File: src/design/vlfd_pkg.sv
`timescale 1ns / 1ps
// Package for the varint length frame deframer: widths, codes, item types.
// No dependencies; every other design file imports it.
package vlfd_pkg;

    localparam int MAX_HEADER_BYTES = 5;
    localparam int LENGTH_WIDTH     = 22;
    localparam int ACC_WIDTH        = 32;
    localparam int TICK_WIDTH       = 32;
    localparam int DIGIT_BITS       = 7;
    localparam int HDR_CNT_WIDTH    = $clog2(MAX_HEADER_BYTES + 1);
    localparam int CFG_INDEX_WIDTH  = 1;
    localparam int CFG_DATA_WIDTH   = 32;

    localparam logic [LENGTH_WIDTH-1:0] MAX_LEN_RESET = LENGTH_WIDTH'(32'd2097152);
    localparam logic [TICK_WIDTH-1:0]   TIMEOUT_RESET = TICK_WIDTH'(32'd30000);

    localparam logic [CFG_INDEX_WIDTH-1:0] CFG_MAX_FRAME_LENGTH = CFG_INDEX_WIDTH'(0);
    localparam logic [CFG_INDEX_WIDTH-1:0] CFG_TIMEOUT_TICKS    = CFG_INDEX_WIDTH'(1);

    localparam logic MODE_BYTE = 1'b0;
    localparam logic MODE_TICK = 1'b1;

    typedef enum logic [1:0] {
        KIND_HEADER = 2'd0,
        KIND_BODY   = 2'd1,
        KIND_ERROR  = 2'd2
    } kind_t;

    typedef enum logic [1:0] {
        ERR_NONE     = 2'd0,
        ERR_TOO_LONG = 2'd1,
        ERR_INVALID  = 2'd2,
        ERR_TIMEOUT  = 2'd3
    } err_t;

    typedef struct packed {
        logic       mode;
        logic [7:0] data_byte;
    } in_item_t;

    typedef struct packed {
        kind_t                   item_kind;
        logic [7:0]              body_byte;
        logic [LENGTH_WIDTH-1:0] frame_length;
        logic                    first_of_frame;
        logic                    last_of_frame;
        err_t                    err_code;
    } out_item_t;

    typedef struct packed {
        logic     valid;
        in_item_t item;
    } in_slot_t;

    typedef struct packed {
        logic      valid;
        out_item_t item;
    } res_slot_t;

endpackage

File: src/design/vlfd_core.sv
`timescale 1ns / 1ps
// Frame state and per-item decode: length header, body marks, tick timeout, dead link.
// Holds the configuration registers. Depends on vlfd_pkg.
module vlfd_core import vlfd_pkg::*;
(
    input  logic                       clk,
    input  logic                       rst_n,
    input  logic                       wr_en,
    input  logic [CFG_INDEX_WIDTH-1:0] wr_index,
    input  logic [CFG_DATA_WIDTH-1:0]  wr_data,
    input  in_slot_t                   slot,
    input  logic                       out_free,
    output logic                       take,
    output res_slot_t                  res
);

    logic [LENGTH_WIDTH-1:0]  max_len_reg;
    logic [TICK_WIDTH-1:0]    timeout_reg;

    logic [ACC_WIDTH-1:0]     acc_reg,      acc_next;
    logic [HDR_CNT_WIDTH-1:0] hdr_cnt_reg,  hdr_cnt_next;
    logic                     in_body_reg,  in_body_next;
    logic [LENGTH_WIDTH-1:0]  cur_len_reg,  cur_len_next;
    logic [LENGTH_WIDTH-1:0]  left_reg,     left_next;
    logic                     dead_reg,     dead_next;
    logic [TICK_WIDTH-1:0]    tick_reg,     tick_next;

    logic [ACC_WIDTH-1:0]     digit_shifted;
    logic [ACC_WIDTH-1:0]     acc_merged;
    logic [HDR_CNT_WIDTH-1:0] hdr_cnt_inc;
    logic [TICK_WIDTH-1:0]    tick_inc;
    logic [LENGTH_WIDTH-1:0]  left_dec;
    logic                     has_res;
    out_item_t                item;

    always_ff @(posedge clk or negedge rst_n)
    begin
        if (!rst_n)
        begin
            max_len_reg <= MAX_LEN_RESET;
            timeout_reg <= TIMEOUT_RESET;
        end
        else if (wr_en)
        begin
            case (wr_index)
                CFG_MAX_FRAME_LENGTH: max_len_reg <= wr_data[LENGTH_WIDTH-1:0];
                CFG_TIMEOUT_TICKS:    timeout_reg <= wr_data[TICK_WIDTH-1:0];
                default:              ;
            endcase
        end
    end

    always_comb
    begin
        digit_shifted = '0;
        for (int k = 0; k < MAX_HEADER_BYTES; k++)
        begin
            if ((DIGIT_BITS * k) < ACC_WIDTH && hdr_cnt_reg == HDR_CNT_WIDTH'(k))
            begin
                digit_shifted = ACC_WIDTH'(ACC_WIDTH'(slot.item.data_byte[DIGIT_BITS-1:0])
                                << (DIGIT_BITS * k));
            end
        end
    end

    assign acc_merged  = acc_reg | digit_shifted;
    assign hdr_cnt_inc = hdr_cnt_reg + HDR_CNT_WIDTH'(1);
    assign tick_inc    = (tick_reg == '1) ? tick_reg : tick_reg + TICK_WIDTH'(1);
    assign left_dec    = left_reg - LENGTH_WIDTH'(1);

    always_comb
    begin
        acc_next     = acc_reg;
        hdr_cnt_next = hdr_cnt_reg;
        in_body_next = in_body_reg;
        cur_len_next = cur_len_reg;
        left_next    = left_reg;
        dead_next    = dead_reg;
        tick_next    = tick_reg;
        has_res      = 1'b0;
        item         = '0;

        if (!dead_reg)
        begin
            if (slot.item.mode == MODE_TICK)
            begin
                tick_next = tick_inc;
                if (tick_inc >= timeout_reg)
                begin
                    has_res        = 1'b1;
                    item.item_kind = KIND_ERROR;
                    item.err_code  = ERR_TIMEOUT;
                    dead_next      = 1'b1;
                end
            end
            else if (!in_body_reg)
            begin
                has_res = 1'b1;
                if (slot.item.data_byte[7])
                begin
                    if (hdr_cnt_inc >= HDR_CNT_WIDTH'(MAX_HEADER_BYTES))
                    begin
                        item.item_kind = KIND_ERROR;
                        item.err_code  = ERR_INVALID;
                        dead_next      = 1'b1;
                    end
                    else
                    begin
                        item.item_kind = KIND_HEADER;
                        acc_next       = acc_merged;
                        hdr_cnt_next   = hdr_cnt_inc;
                    end
                end
                else if (acc_merged == '0 || acc_merged[ACC_WIDTH-1])
                begin
                    item.item_kind = KIND_ERROR;
                    item.err_code  = ERR_INVALID;
                    dead_next      = 1'b1;
                end
                else if (acc_merged > ACC_WIDTH'(max_len_reg))
                begin
                    item.item_kind = KIND_ERROR;
                    item.err_code  = ERR_TOO_LONG;
                    dead_next      = 1'b1;
                end
                else
                begin
                    item.item_kind    = KIND_HEADER;
                    item.frame_length = acc_merged[LENGTH_WIDTH-1:0];
                    cur_len_next      = acc_merged[LENGTH_WIDTH-1:0];
                    left_next         = acc_merged[LENGTH_WIDTH-1:0];
                    in_body_next      = 1'b1;
                    acc_next          = '0;
                    hdr_cnt_next      = '0;
                end
            end
            else
            begin
                has_res             = 1'b1;
                item.item_kind      = KIND_BODY;
                item.body_byte      = slot.item.data_byte;
                item.frame_length   = cur_len_reg;
                item.first_of_frame = (left_reg == cur_len_reg);
                left_next           = left_dec;
                if (left_dec == '0)
                begin
                    item.last_of_frame = 1'b1;
                    in_body_next       = 1'b0;
                    cur_len_next       = '0;
                    tick_next          = '0;
                end
            end
        end
    end

    assign take      = slot.valid && (!has_res || out_free);
    assign res.valid = take && has_res;
    assign res.item  = item;

    always_ff @(posedge clk or negedge rst_n)
    begin
        if (!rst_n)
        begin
            acc_reg     <= '0;
            hdr_cnt_reg <= '0;
            in_body_reg <= 1'b0;
            cur_len_reg <= '0;
            left_reg    <= '0;
            dead_reg    <= 1'b0;
            tick_reg    <= '0;
        end
        else if (take)
        begin
            acc_reg     <= acc_next;
            hdr_cnt_reg <= hdr_cnt_next;
            in_body_reg <= in_body_next;
            cur_len_reg <= cur_len_next;
            left_reg    <= left_next;
            dead_reg    <= dead_next;
            tick_reg    <= tick_next;
        end
    end

    a_dead_sticks: assert property (@(posedge clk) disable iff (!rst_n)
        dead_reg |=> dead_reg)
        else $error("dead link came back");

    a_error_kills: assert property (@(posedge clk) disable iff (!rst_n)
        (res.valid && res.item.item_kind == KIND_ERROR) |=> dead_reg)
        else $error("error report without dead link");

    a_body_left: assert property (@(posedge clk) disable iff (!rst_n)
        in_body_reg |-> (left_reg != '0 && left_reg <= cur_len_reg))
        else $error("body count out of range");

    a_hdr_cnt: assert property (@(posedge clk) disable iff (!rst_n)
        hdr_cnt_reg < HDR_CNT_WIDTH'(MAX_HEADER_BYTES))
        else $error("header byte count overrun");

    a_no_res_dead: assert property (@(posedge clk) disable iff (!rst_n)
        dead_reg |-> !res.valid)
        else $error("result from dead link");

endmodule

File: config.mk
export PLATFORM = sky130hd
export DESIGN_NAME = vlfd_core
export DESIGN_NICKNAME = d
export VERILOG_FILES = /design/src/design/vlfd_pkg.sv /design/src/design/vlfd_core.sv
export SDC_FILE = /design/constraint.sdc
export NUM_CORES = 1
export LEC_CHECK = 0
export ABC_AREA = 1
export BUFFER_PORTS_ARGS = -buffer_cell sky130_fd_sc_hd__buf_2
export CELL_PAD_IN_SITES_DETAIL_PLACEMENT = 1
export CELL_PAD_IN_SITES_GLOBAL_PLACEMENT = 1
export CORE_AREA = 2 2 173 175
export DETAILED_ROUTE_END_ITERATION = 8
export DIE_AREA = 0 0 175 177
export PLACE_DENSITY = 0.76
export SLEW_MARGIN = 30
export SYNTH_ARGS = -nofsm -noshare
export SYNTH_HDL_FRONTEND = slang
export SYNTH_SLANG_ARGS = --single-unit
File: constraint.sdc
create_clock -name clk -period 3.82 [get_ports clk]
set_clock_uncertainty 0.2 [all_clocks]
set_input_delay 0.573 -clock clk [delete_from_list [all_inputs] [get_ports clk]]
set_output_delay 0.573 -clock clk [all_outputs]
set_load 0.02 [all_outputs]
# --- Word level (Yosys, flattened, before mapping) ---
# Cells that the tools add are included.
classes:
  addsub: 3
  n_lt_le_gt_ge: 3
  eq_ne: 13
  mux: 60
  bitwise: 5
  n_reduce_logical: 17
ops:
  columns: ["op", "n"]
  rows:
  - ["$mux W32", 10]
  - ["$mux W22", 10]
  - ["$mux W36", 1]
  - ["$add A32 B1 Y32 const B", 1]
  - ["$eq A32 B32 Y1 const B", 1]
  - ["$ge A32 B32 Y1", 1]
  - ["$gt A32 B22 Y1", 1]
  - ["$logic_not A32 Y1", 1]
  - ["$or A32 B32 Y32", 1]
  - ["$mux W28", 1]
  - ["$mux W2", 13]
  - ["$eq A22 B22 Y1", 1]
  - ["$logic_not A22 Y1", 1]
  - ["$sub A22 B1 Y22 const B", 1]
  - ["$mux W21", 1]
  - ["$mux W1", 17]
  - ["$mux W14", 1]
  - ["$reduce_and A7 Y1", 2]
  - ["$mux W3", 4]
  - ["$ne A2 B2 Y1 const B", 5]
  - ["$mux W8", 1]
  - ["$mux W7", 1]
  - ["$eq A3 B2 Y1 const B", 2]
  - ["$reduce_and A6 Y1", 1]
  - ["other kinds (14)", 22]
totals:
  register_bits: 167
  inputBits: 47
  output_inout_bits: 38
  wordCells: 110

# --- Logic depth before layout (Yosys ltp) ---
# Gate-level depths: netlist of run 1.
logic_depth:
  ltp_word: 14
  mapped_depth: 28
  ltp_nobuf: 27

# --- Worst setup path after synthesis of run 1 ---
# OpenSTA, ideal clock, no wires.
synth_timing:
  path_type: "register -> output"
  start: "reg tick_reg[9]"
  end: "out res[36] (netlist bit)"
  arrival_time_ns: 3.253
  required_time_ns: 3.047
  path_slack_ns: -0.206
  path_stages_with_launch: 22
  n_path_buf: 3
  cell_sequence: "dfrtp_1 > clkbuf_1 > nand2_1 > nor3_1 > nand2_1 > nor3_1 > nand4_1 > clkbuf_1 > buf_1 > nand2_1 > ha_1 > a21oi_1 > nor2_1 > nor3_1 > nand2_1 > a21oi_1 > nand3_1 > nand3_1 > nand2_1 > inv_1 > o21ai_0 > inv_1"
synth_rtl:
  columns: ["item", "line", "source"]
  rows:
  - ["start, declared", "vlfd_core.sv:26", "logic [TICK_WIDTH-1:0] tick_reg, tick_next;"]
  - ["start signal, assigned", "vlfd_core.sv:180", "tick_reg <= tick_next;"]
  - ["end, declared", "vlfd_core.sv:14", "output res_slot_t res"]

==> results of run 1 <==
==> Yosys cell counts (3+ instances only) <==
cell | number | share of area
sky130_fd_sc_hd__xnor2_1 | 22 | 0.017
sky130_fd_sc_hd__nor3_1 | 21 | 0.0091
sky130_fd_sc_hd__nand2_2 | 4 | 0.0022
sky130_fd_sc_hd__o21a_1 | 3 | 0.0020
sky130_fd_sc_hd__o21ai_2 | 6 | 0.0046
sky130_fd_sc_hd__nand3_1 | 54 | 0.023
sky130_fd_sc_hd__nor2_1 | 152 | 0.050
sky130_fd_sc_hd__buf_4 | 5 | 0.0033
sky130_fd_sc_hd__nor2_2 | 9 | 0.0049
sky130_fd_sc_hd__clkbuf_1 | 49 | 0.016
sky130_fd_sc_hd__o21ai_0 | 151 | 0.066
sky130_fd_sc_hd__nand2_1 | 523 | 0.17
sky130_fd_sc_hd__buf_2 | 7 | 0.0030
sky130_fd_sc_hd__nand4_1 | 50 | 0.027
sky130_fd_sc_hd__o21ai_1 | 5 | 0.0022
sky130_fd_sc_hd__o31ai_1 | 5 | 0.0033
sky130_fd_sc_hd__xor2_1 | 31 | 0.024
sky130_fd_sc_hd__or2_2 | 4 | 0.0022
sky130_fd_sc_hd__clkbuf_2 | 3 | 0.0013
sky130_fd_sc_hd__ha_1 | 62 | 0.067
sky130_fd_sc_hd__dfrtp_1 | 159 | 0.35
sky130_fd_sc_hd__buf_6 | 4 | 0.0039
sky130_fd_sc_hd__a21oi_1 | 91 | 0.040
sky130_fd_sc_hd__dfstp_2 | 8 | 0.018
sky130_fd_sc_hd__o21bai_1 | 9 | 0.0059
sky130_fd_sc_hd__nor4_1 | 10 | 0.0054
sky130_fd_sc_hd__inv_1 | 213 | 0.069
sky130_fd_sc_hd__nand3b_1 | 5 | 0.0033
==> critical path, stage by stage, from the launching register on <==
cell	delay (ns)
sky130_fd_sc_hd__dfrtp_1	0.44
sky130_fd_sc_hd__ha_2	0.24
sky130_fd_sc_hd__ha_4	0.19
sky130_fd_sc_hd__inv_8	0.10
sky130_fd_sc_hd__nand3_4	0.14
sky130_fd_sc_hd__nor2_4	0.15
sky130_fd_sc_hd__nor2_4	0.06
sky130_fd_sc_hd__inv_2	0.12
sky130_fd_sc_hd__ha_4	0.22
sky130_fd_sc_hd__nand2_2	0.06
sky130_fd_sc_hd__inv_2	0.03
sky130_fd_sc_hd__nor2_2	0.10
sky130_fd_sc_hd__o21ai_1	0.09
sky130_fd_sc_hd__nand3_1	0.10
sky130_fd_sc_hd__nand2_1	0.10
sky130_fd_sc_hd__nor2_2	0.14
sky130_fd_sc_hd__nand2_2	0.09
sky130_fd_sc_hd__nand2_4	0.14
sky130_fd_sc_hd__buf_4	0.14
sky130_fd_sc_hd__buf_6	0.09
sky130_fd_sc_hd__nand3_4	0.18
sky130_fd_sc_hd__o21ai_4	0.30
sky130_fd_sc_hd__buf_6	0.15
==> layout make-up <==
cell class / count / area [um2] / area share
Multi-Input combinational cell: 1232 / 7820 / 0.463
Sequential cell: 167 / 4190 / 0.248
Timing Repair Buffer: 342 / 2980 / 0.177
Inverter: 215 / 820 / 0.0485
Tap cell: 390 / 488 / 0.0289
Clock buffer: 23 / 478 / 0.0283
Clock inverter: 9 / 118 / 0.00696
==> cells by family after synthesis <==
| family | count (synthesis) | synth area share |
|---|---|---|
| AND/OR/NAND/NOR | 838 | 0.304 |
| flip-flops | 167 | 0.364 |
| XOR/XNOR | 53 | 0.0403 |
| buffers and inverters | 285 | 0.0983 |
| adder cells (fa/ha/maj) | 62 | 0.0674 |
| AO/OA/AOI/OAI | 275 | 0.126 |
==> timing repair <==
item,in CTS,in global routing
setup endpoints to repair,83,142
hold buffers,1,0
setup buffers,54,23
cloned,6,11
hold endpoints to repair,53,0
resized for setup,327,216
pin swaps,77,66
==> power groups by stage <==
stage	clock network, mW	registers (mW)	logic [mW]
floorplan	0	1.93	0.361
global placement	0	1.94	0.584
detailed placement	0	1.94	0.614
CTS	1.84	1.91	0.708
global route	1.91	1.93	0.866
finish	1.85	1.92	0.791
==> path summary, 6_finish.rpt <==
| check | cells after the start | end | slack, ns |
|---|---|---|---|
| max | 22 | res[11] | -0.82 |
| min | 3 | timeout_reg[25] | 0.16 |
| max reg2reg | 27 | tick_reg[10] | -0.47 |
| min reg2reg | 2 | timeout_reg[2] | 0.29 |
| max in group asynchronous | 3 | tick_reg[19] | 1.94 |
| min in group asynchronous | 2 | acc_reg[24] | 0.50 |
==> through the flow <==
| stage | area, um2 | instances | TNS, ns | power (mW) |
|---|---|---|---|---|
| after floorplan | 11500 | 1680 | -0.236 | 2.29 |
| after global placement | 13400 | 2256 | -28.75 | 2.53 |
| after detailed placement | 13500 | 2256 | -31.89 | 2.56 |
| after CTS | 15900 | 2348 | -12.32 | 4.46 |
| after global routing | 16900 | 2378 | -70.25 | 4.70 |
| final | 16900 | 2378 | -55.34 | 4.56 |
==> layer usage <==
layer | GRT usage | vias up
met5 | 0 | -
met4 | 0.144 | 0
met3 | 0.0376 | 246
met2 | 0.583 | 578
met1 | 0.371 | 6755
li1 | - | 5957
==> placed cells by master (no fill, tap or decap), drive strengths merged <==
cell / count
nand2: 528
buf: 333
inv: 216
nor2: 163
o21ai: 162
dfrtp: 159
a21oi: 91
ha: 62
nand3: 59
nand4: 50
xor2: 31
clkbuf: 31
xnor2: 22
nor3: 21
nor4: 10
o21bai: 9
dfstp: 8
clkinv: 6
o31ai: 5
nand3b: 5
or2: 4
o21a: 3
a31oi: 2
bufinv: 2
nor3b: 1
a2111oi: 1
and3: 1
a21o: 1
o211ai: 1
dlygate4sd3: 1
==> flow_summary.toml, run 1 <==
[status]
result_of_the_run = "complete, but fails checks"
violations = "setup timing"

[global_routing]
global_route.usage.total = 0.318
grt_start_max_net_pins = 70
initial_antenna_violation_count = 0
grt_first_pass_wirelength_um = 76800
global_route.overflow_total = 0
grt_pass1_vias = 13800

[power_and_ir_drop]
powerDensity_mw_per_mm2 = 270
p_clk_frac = 0.406
comb_power_share = 0.174
ir_drop_mv = 0.298
p_leak_nw = 8.58
cell_internal_pwr_mw = 3.16
power.switching_mw = 1.40
pwr-share-seq = 0.420
power.switching_fraction = 0.307

[clock_tree]
cts_tree = "yes"
insertion_delay_ns = 0.47
cts_root_buffer = "sky130_fd_sc_hd__clkbuf_16"
clock_net_sink_count = 167
numCtsBuffers = 17
htree_num_levels = 4
clk_pin_slew_worst_paths_ns = 0.08
cts-root-to-sink-buffers = 2

[yosys]
synth.ff_latch_count = 167
synth_edf_count = 0
synth_nets = 1789
synth_area_per_cell_um2 = 6.85
ys_types = 41
synth_async_sr_flop_share = 1.00
synthesis.yosys.warnings = 0
syn_inst = 1680
ys.flop_type = "sky130_fd_sc_hd__dfrtp_1"
syn_area_mm2 = 0.0115
seq_area_frac_synth = 0.364

[critical_path]
r2r-start = "tick_reg[4]"
critical_path_peak_fanout = 6
timing.critical_path.to_type = "output port"
cp.arrival_ns = 3.86
critPathKind = "flop to output port"
setup_crit_start_kind = "flop"
critPathRequiredTime_ns = 3.05
startpoint = "hdr_cnt_reg[1]"

[floorplan]
die_w_um = 175
boundaryPins = 85
design.die.area_mm2 = 0.0310
initial_utilization = 0.393
core_area_mm2 = 0.0292
floorplan.rows = 63
chipHeight_um = 177

[routing]
met1Wirelength_um = 21100
met2RoutedLength_um = 28200
met3RoutedLength_um = 2870
detail-route-antenna-nets = 0
vias = 13500
drcViolationCount = 0
drt-wirelength-per-cell_um = 23.5
wirelength_um = 55800
detailedRoute.firstPassIterationCount = 5
detail_route.vias_per_cell = 5.69
drtIter0Drc = 1145
uppermost_routed_layer = "met4"

[final_layout]
fin_nets = 2084
syn2layout_area_growth_pct = 46.9
postLayoutCoreUtil = 0.578
drive_above_1_share = 0.346
antenna-diode-count = 0
n_fill_cell = 3576

[timing]
max_clock_freq_mhz = 216
post-route-worst-setup-slack_ns = -0.817
timing.final.max_slew_violations = 0
finalCriticalPeriod_ns = 4.64
unrepaired_setup_endpoints_after_global_routing = "yes"
hold_viol = 0
worst_slew_margin_rel = 0.332
layout_worst_path_cycle_share = 1.21
smallest_hold_slack_ns = 0.158
timing.final.setup_violations = 141
worst_margin_slew_ns = 1.00

[placed_design]
io_buffers = 84
place_congestion = 0.937
dp.final_hpwl_um = 32300
detailedPlace.worstSlack_ns = -0.739

[flow_run]
max_cap_violations = 0

[hold_path]
timing.hold.worst.start = "wr_data[25]"
worst_hold_path_type = "primary input to flop"
Note: power is estimated with default switching activity, not from simulation.
==> inputs of run 2 (changes only) <==
==> constraint.sdc (replaced) <==
create_clock -name clk -period 3.82 [get_ports clk]
set_clock_uncertainty 0.2 [all_clocks]
set_input_delay 0.573 -clock clk [delete_from_list [all_inputs] [get_ports clk]]
set_output_delay 0.573 -clock clk [all_outputs]
set_load 0.005 [all_outputs]
==> run 2 against run 1 <==
  * Global-route usage is 0.12 points higher
  * First-iteration DRC count is 23% higher
  * Critical path type unchanged
  * Core utilization is 0.66 points higher
  * Die area unchanged
  * Flip-flop and latch count is the same
  * Largest cell class unchanged
  * The run ends with hold timing, setup timing left
==> flow_summary.toml, run 2 (synthesis gave the netlist of run 1 again) <==
[global_routing]
grt_pass1_vias = 13900
grt_start_max_net_pins = 82
initial_antenna_violation_count = 1
global_route.overflow_total = 0
global_route.usage.total = 0.319
grt_first_pass_wirelength_um = 76700

[power_and_ir_drop]
comb_power_share = 0.192
p_clk_frac = 0.399
power.switching_fraction = 0.327
powerDensity_mw_per_mm2 = 275
ir_drop_mv = 0.309
pwr-share-seq = 0.409
overall_power_after_layout_mw = 4.70
cell_internal_pwr_mw = 3.16
p_leak_nw = 8.77
power.switching_mw = 1.54

[timing]
worst_slew_margin_rel = 0.429
worst_margin_slew_ns = 0.856
smallest_hold_slack_ns = -0.0405
finalCriticalPeriod_ns = 5.07
max_clock_freq_mhz = 197
hold_viol = 6
unrepaired_setup_endpoints_after_global_routing = "yes"
post-route-worst-setup-slack_ns = -1.25
timing.final.max_slew_violations = 0
layout_worst_path_cycle_share = 1.33
timing.final.setup_violations = 140

[floorplan]
chipHeight_um = 177
initial_utilization = 0.393
floorplan.rows = 63
design.die.area_mm2 = 0.0310
boundaryPins = 85
die_w_um = 175
core_area_mm2 = 0.0292

[clock_tree]
post_cts_hold_buffer_count = 0
clock_net_sink_count = 167
clk_pin_slew_worst_paths_ns = 0.09
cts_tree = "yes"
cts-root-to-sink-buffers = 2
insertion_delay_ns = 0.47
cts_root_buffer = "sky130_fd_sc_hd__clkbuf_16"
htree_num_levels = 4
numCtsBuffers = 17

[routing]
detailedRoute.firstPassIterationCount = 6
detail-route-antenna-nets = 0
drt-wirelength-per-cell_um = 26.2
detail_route.vias_per_cell = 6.00
drcViolationCount = 0
drtIter0Drc = 1408
vias = 14300
wirelength_um = 62600

[critical_path]
critPathKind = "flop to output port"
setup_crit_start_kind = "flop"
timing.critical_path.to_type = "output port"
cp.arrival_ns = 4.30
setup.reg_to_reg.worst_slack_ns = -0.81
critPathRequiredTime_ns = 3.05
critical_path_peak_fanout = 4

[final_layout]
layout.cells.most_common = "sky130_fd_sc_hd__nand2_1"
drive_above_1_share = 0.359
postLayoutCoreUtil = 0.585
syn2layout_area_growth_pct = 48.6
fin_nets = 2092
commonest_cells_after_routing_fill_and_taps_aside = "419 x sky130_fd_sc_hd__nand2_1, 208 x sky130_fd_sc_hd__buf_4, 187 x sky130_fd_sc_hd__inv_1, 157 x sky130_fd_sc_hd__dfrtp_1, 120 x sky130_fd_sc_hd__nor2_1"

[status]
violations = "hold timing, setup timing"
result_of_the_run = "complete, but fails checks"

[placed_design]
place_congestion = 0.921
io_buffers = 84
dp.final_hpwl_um = 32200

[flow_run]
max_cap_violations = 0

[hold_path]
worst_hold_path_type = "primary input to asynchronous set/reset pin"
==> run 2: worst max-delay path: stages, from the launching register on <==
cell and delay (ns):
sky130_fd_sc_hd__dfrtp_1 0.39, sky130_fd_sc_hd__ha_2 0.20, sky130_fd_sc_hd__nand4_1 0.25, sky130_fd_sc_hd__nor2_4 0.23, sky130_fd_sc_hd__nand3_2 0.13, sky130_fd_sc_hd__buf_4 0.16
sky130_fd_sc_hd__xor2_1 0.64, sky130_fd_sc_hd__nand2_2 0.17, sky130_fd_sc_hd__ha_4 0.34, sky130_fd_sc_hd__nand2_2 0.06, sky130_fd_sc_hd__nor2_1 0.10, sky130_fd_sc_hd__nand2_1 0.11
sky130_fd_sc_hd__nor2_2 0.19, sky130_fd_sc_hd__nor2_4 0.05, sky130_fd_sc_hd__nand2_2 0.16, sky130_fd_sc_hd__nand2_4 0.10, sky130_fd_sc_hd__nand2_4 0.08, sky130_fd_sc_hd__nand2_4 0.07
sky130_fd_sc_hd__a21oi_2 0.17, sky130_fd_sc_hd__buf_4 0.16, sky130_fd_sc_hd__buf_6 0.09
==> run 2: cell type report <==
class	instances	area [um2]
inverters	215	827
flip-flops and latches	167	4190
repair buffers	350	2970
fillers	3548	12200
well taps	390	488
clock inverters	14	164
clock buffers	18	429
diodes	1	2.50
multi-input cells	1232	8020
==> run 2: power by group through the flow <==
stage	combinational, mW	clock, mW	sequential (mW)
4_1_cts	0.694	1.83	1.91
6_report	0.902	1.87	1.92
3_3_place_gp	0.583	0	1.94
2_1_floorplan	0.360	0	1.93
3_5_place_dp	0.610	0	1.95
5_1_grt	0.969	1.93	1.93
==> run 2: worst paths after layout <==
| check | end | cells after the start | start |
|---|---|---|---|
| setup / recovery | res[0] | 20 | tick_reg[1] |
| hold / removal | acc_reg[31] | 1 | rst_n |
| hold reg to reg | max_len_reg[4] | 2 | max_len_reg[4] |
| setup reg to reg | tick_reg[7] | 26 | tick_reg[1] |
| min in group clk | timeout_reg[24] | 3 | wr_data[24] |
| max in group asynchronous | max_len_reg[21] | 2 | rst_n |
==> run 2: per-layer routing <==
| layer | part of all wire | wire [um] | global-route usage |
|---|---|---|---|
| met4 | 0.087 | 5420 | 0.158 |
| met3 | 0.081 | 5080 | 0.0507 |
| met1 | 0.35 | 22000 | 0.362 |
| met2 | 0.48 | 30000 | 0.582 |
| met5 | 0 | 0 | 0 |
==> run 2: per-stage QoR <==
step / worst slack, ns / TNS [ns] / std cells / hold WS, ns / instance area, um2
after global placement: -0.465 / -8.14 / 2252 / 0.263 / 13500
after floorplan: 0.0214 / 0 / 1680 / 0.0774 / 11500
after CTS: -0.587 / -23.29 / 2348 / 0.0279 / 15700
after detailed placement: -0.511 / -12.52 / 2252 / 0.268 / 13500
after global routing: -1.34 / -90.87 / 2386 / 0.0391 / 17100
final: -1.25 / -84.11 / 2387 / -0.0405 / 17100
==> run 2: timing repair <==
action	CTS	global route
cloned	8	12
setup endpoints to repair	59	141
pin swaps	65	94
gates resized for setup	266	243
setup buffers	63	38
==> inputs of run 3 (changes only) <==
--- a/config.mk
+++ b/config.mk
@@ -9,10 +9,12 @@
 export BUFFER_PORTS_ARGS = -buffer_cell sky130_fd_sc_hd__buf_2
 export CELL_PAD_IN_SITES_DETAIL_PLACEMENT = 1
 export CELL_PAD_IN_SITES_GLOBAL_PLACEMENT = 1
-export CORE_AREA = 2 2 173 175
+export CORE_AREA = 10 10 179 181
+export CTS_BUF_LIST = sky130_fd_sc_hd__clkbuf_4
 export DETAILED_ROUTE_END_ITERATION = 8
-export DIE_AREA = 0 0 175 177
-export PLACE_DENSITY = 0.76
+export DIE_AREA = 0 0 189 191
+export GPL_ROUTABILITY_DRIVEN = 0
+export PLACE_DENSITY = 0.78
 export SLEW_MARGIN = 30
 export SYNTH_ARGS = -nofsm -noshare
 export SYNTH_HDL_FRONTEND = slang
==> run 3 against run 2 <==
  * Flip-flop and latch count is the same
  * Combinational power grew 11%
  * Wire length grew 22%
  * Worst setup slack lost 0.13 ns
  * Fmax shrank 2.5%
  * The flow still finishes with violations (hold timing, setup timing)
  * Sequential power is essentially flat
==> flow_summary.toml, run 3 (synthesis gave the netlist of run 1 again) <==
[global_routing]
global_route.usage.total = 0.302
grt_start_max_net_pins = 86
global_route.overflow_total = 0
grt_pass1_vias = 15000
initial_antenna_violation_count = 6
grt_first_pass_wirelength_um = 85100

[timing]
timing.final.max_slew_violations = 0
finalCriticalPeriod_ns = 5.20
smallest_hold_slack_ns = -0.0569
layout_worst_path_cycle_share = 1.36
worst_margin_slew_ns = 1.13
max_clock_freq_mhz = 192
hold_viol = 8
unrepaired_setup_endpoints_after_global_routing = "yes"
finalSetupTns_ns = -127.82
worst_slew_margin_rel = 0.246
post-route-worst-setup-slack_ns = -1.38
timing.final.setup_violations = 142

[critical_path]
cpMostUsedCell = "sky130_fd_sc_hd__nor2_4"
crit_path_top_delay_cell = "sky130_fd_sc_hd__dfrtp_2"
r2r-start = "hdr_cnt_reg[0]"
critPathKind = "flop to output port"
critical_path.cell_chain = "inv_4 -> ha_4 -> buf_4 -> nand3_1 -> nor2_4 -> nor2_4 -> inv_2 -> ha_1 -> a21oi_1 -> o21ai_0 -> nand3_1 -> nand2_2 -> nor2_4 -> nand2_2 -> nand2_4 -> buf_6 -> nand3_4 -> buf_12 -> o21ai_2 -> buf_2"
rr_worst_depth = 28
critPathMaxStageDelay_ns = 0.51
r2r-end = "left_reg[4]"
critical_path.n_buffers_inverters = 6
cp.arrival_ns = 4.43
critPathRequiredTime_ns = 3.05
timing.critical_path.to_type = "output port"
critical_path_peak_fanout = 6
setup_crit_start_kind = "flop"
critical_path.top_delay_family = "simple AND/OR/NAND/NOR gates"
setup.reg_to_reg.worst_slack_ns = -1.04

[final_layout]
finalNonFillerCells = 2401
syn2layout_area_growth_pct = 55.0
postLayoutCoreUtil = 0.627
fin_nets = 2105
layout.cells.most_common = "sky130_fd_sc_hd__nand2_1"
drive_above_1_share = 0.430
commonest_cells_after_routing_fill_and_taps_aside = "318 x sky130_fd_sc_hd__nand2_1, 184 x sky130_fd_sc_hd__inv_1, 171 x sky130_fd_sc_hd__buf_4, 153 x sky130_fd_sc_hd__dfrtp_1, 122 x sky130_fd_sc_hd__nand2_2"

[placed_design]
io_buffers = 84
dp.final_hpwl_um = 32100
detailedPlace.worstSlack_ns = -0.316
placedCellCount = 2190

[routing]
detail-route-antenna-nets = 0
drt-wirelength-per-cell_um = 31.7
detailedRoute.firstPassIterationCount = 6
detail_route.vias_per_cell = 6.52
wirelength_um = 76200
drcViolationCount = 0
drtIter0Drc = 2085
vias = 15700

[status]
violations = "hold timing, setup timing"
result_of_the_run = "complete, but fails checks"

[clock_tree]
cts-root-to-sink-buffers = 2
cts_root_buffer = "sky130_fd_sc_hd__clkbuf_4"
clk_pin_slew_worst_paths_ns = 0.18
htree_num_levels = 4
clock_net_sink_count = 167
insertion_delay_ns = 0.73
cts_tree = "yes"
numCtsBuffers = 17

[floorplan]
core_area_mm2 = 0.0285
chipHeight_um = 191
initial_utilization = 0.404
floorplan.rows = 62
boundaryPins = 85
design.die.area_mm2 = 0.0361
die_w_um = 189

[power_and_ir_drop]
powerDensity_mw_per_mm2 = 243
ir_drop_mv = 0.192
p_leak_nw = 9.09

[hold_path]
hold-path-cell-count = 3
min_delay_worst_endpoint = "max_len_reg[7]"
worst_hold_path_type = "primary input to flop"
timing.hold.worst.start = "wr_data[7]"

[flow_run]
max_cap_violations = 0
-- run 3: worst reg2reg max path: cells and delay by family, from the launching register on --
family / cells / cell delay (ns)
buf+inv: 12 / 1.61
simple gates: 11 / 1.38
compound gates: 3 / 0.63
flops: 1 / 0.51
fa+ha+maj: 2 / 0.45
-- run 3: report_power, final --
group          switching (mW)  internal (mW)  leakage (nW)
Sequential             0.0754           1.86          2.19
Combinational           0.662          0.335          6.73
Clock                   0.874          0.536         0.175
Total                    1.61           2.73          9.09
-- run 3: how the worst max path moves through the flow --
stage,from,slack [ns],cells after the start,endpoint
6_report,hdr_cnt_reg[0],-1.38,20,res[7]
5_1_grt,hdr_cnt_reg[0],-1.38,20,res[7]
4_1_cts,tick_reg[0],-0.71,20,take
3_5_place_dp,tick_reg[0],-0.32,24,res[36]
3_3_place_gp,tick_reg[0],-0.29,26,res[36]
2_1_floorplan,tick_reg[0],0.02,19,res[36]
-- run 3: what timing repair did --
| item | CTS | global route |
|---|---|---|
| resized for setup | 299 | 497 |
| pin swaps | 74 | 103 |
| hold buffers | 24 | 0 |
| endpoints found under the hold margin | 109 | 0 |
| setup endpoints to repair | 104 | 142 |
| buffers inserted | 95 | 51 |
| cloned | 20 | 15 |
-- run 3: area by class of cell --
cell class / instances / area [um2]
fill: 3379 / 10600
multi-input combinational: 1233 / 8680
sequential: 167 / 4200
timing repair buffer: 362 / 3300
inverter: 215 / 825
tap: 384 / 480
clock inverter: 15 / 214
clock buffer: 17 / 128
antenna: 8 / 20.0
-- run 3: through the flow --
step,area (um2),power (mW)
after global placement,13000,2.51
final,17800,4.34
after floorplan,11500,2.29
after global routing,17800,4.42
after CTS,15600,3.92
after detailed placement,13000,2.55
-- run 3: per-layer routing --
metal	vias to the layer above	track usage	wire length, um
li1	6033	-	-
met1	7472	0.324	24300
met2	1494	0.523	34900
met3	656	0.0623	9080
met4	0	0.216	7900
met5	-	0	0
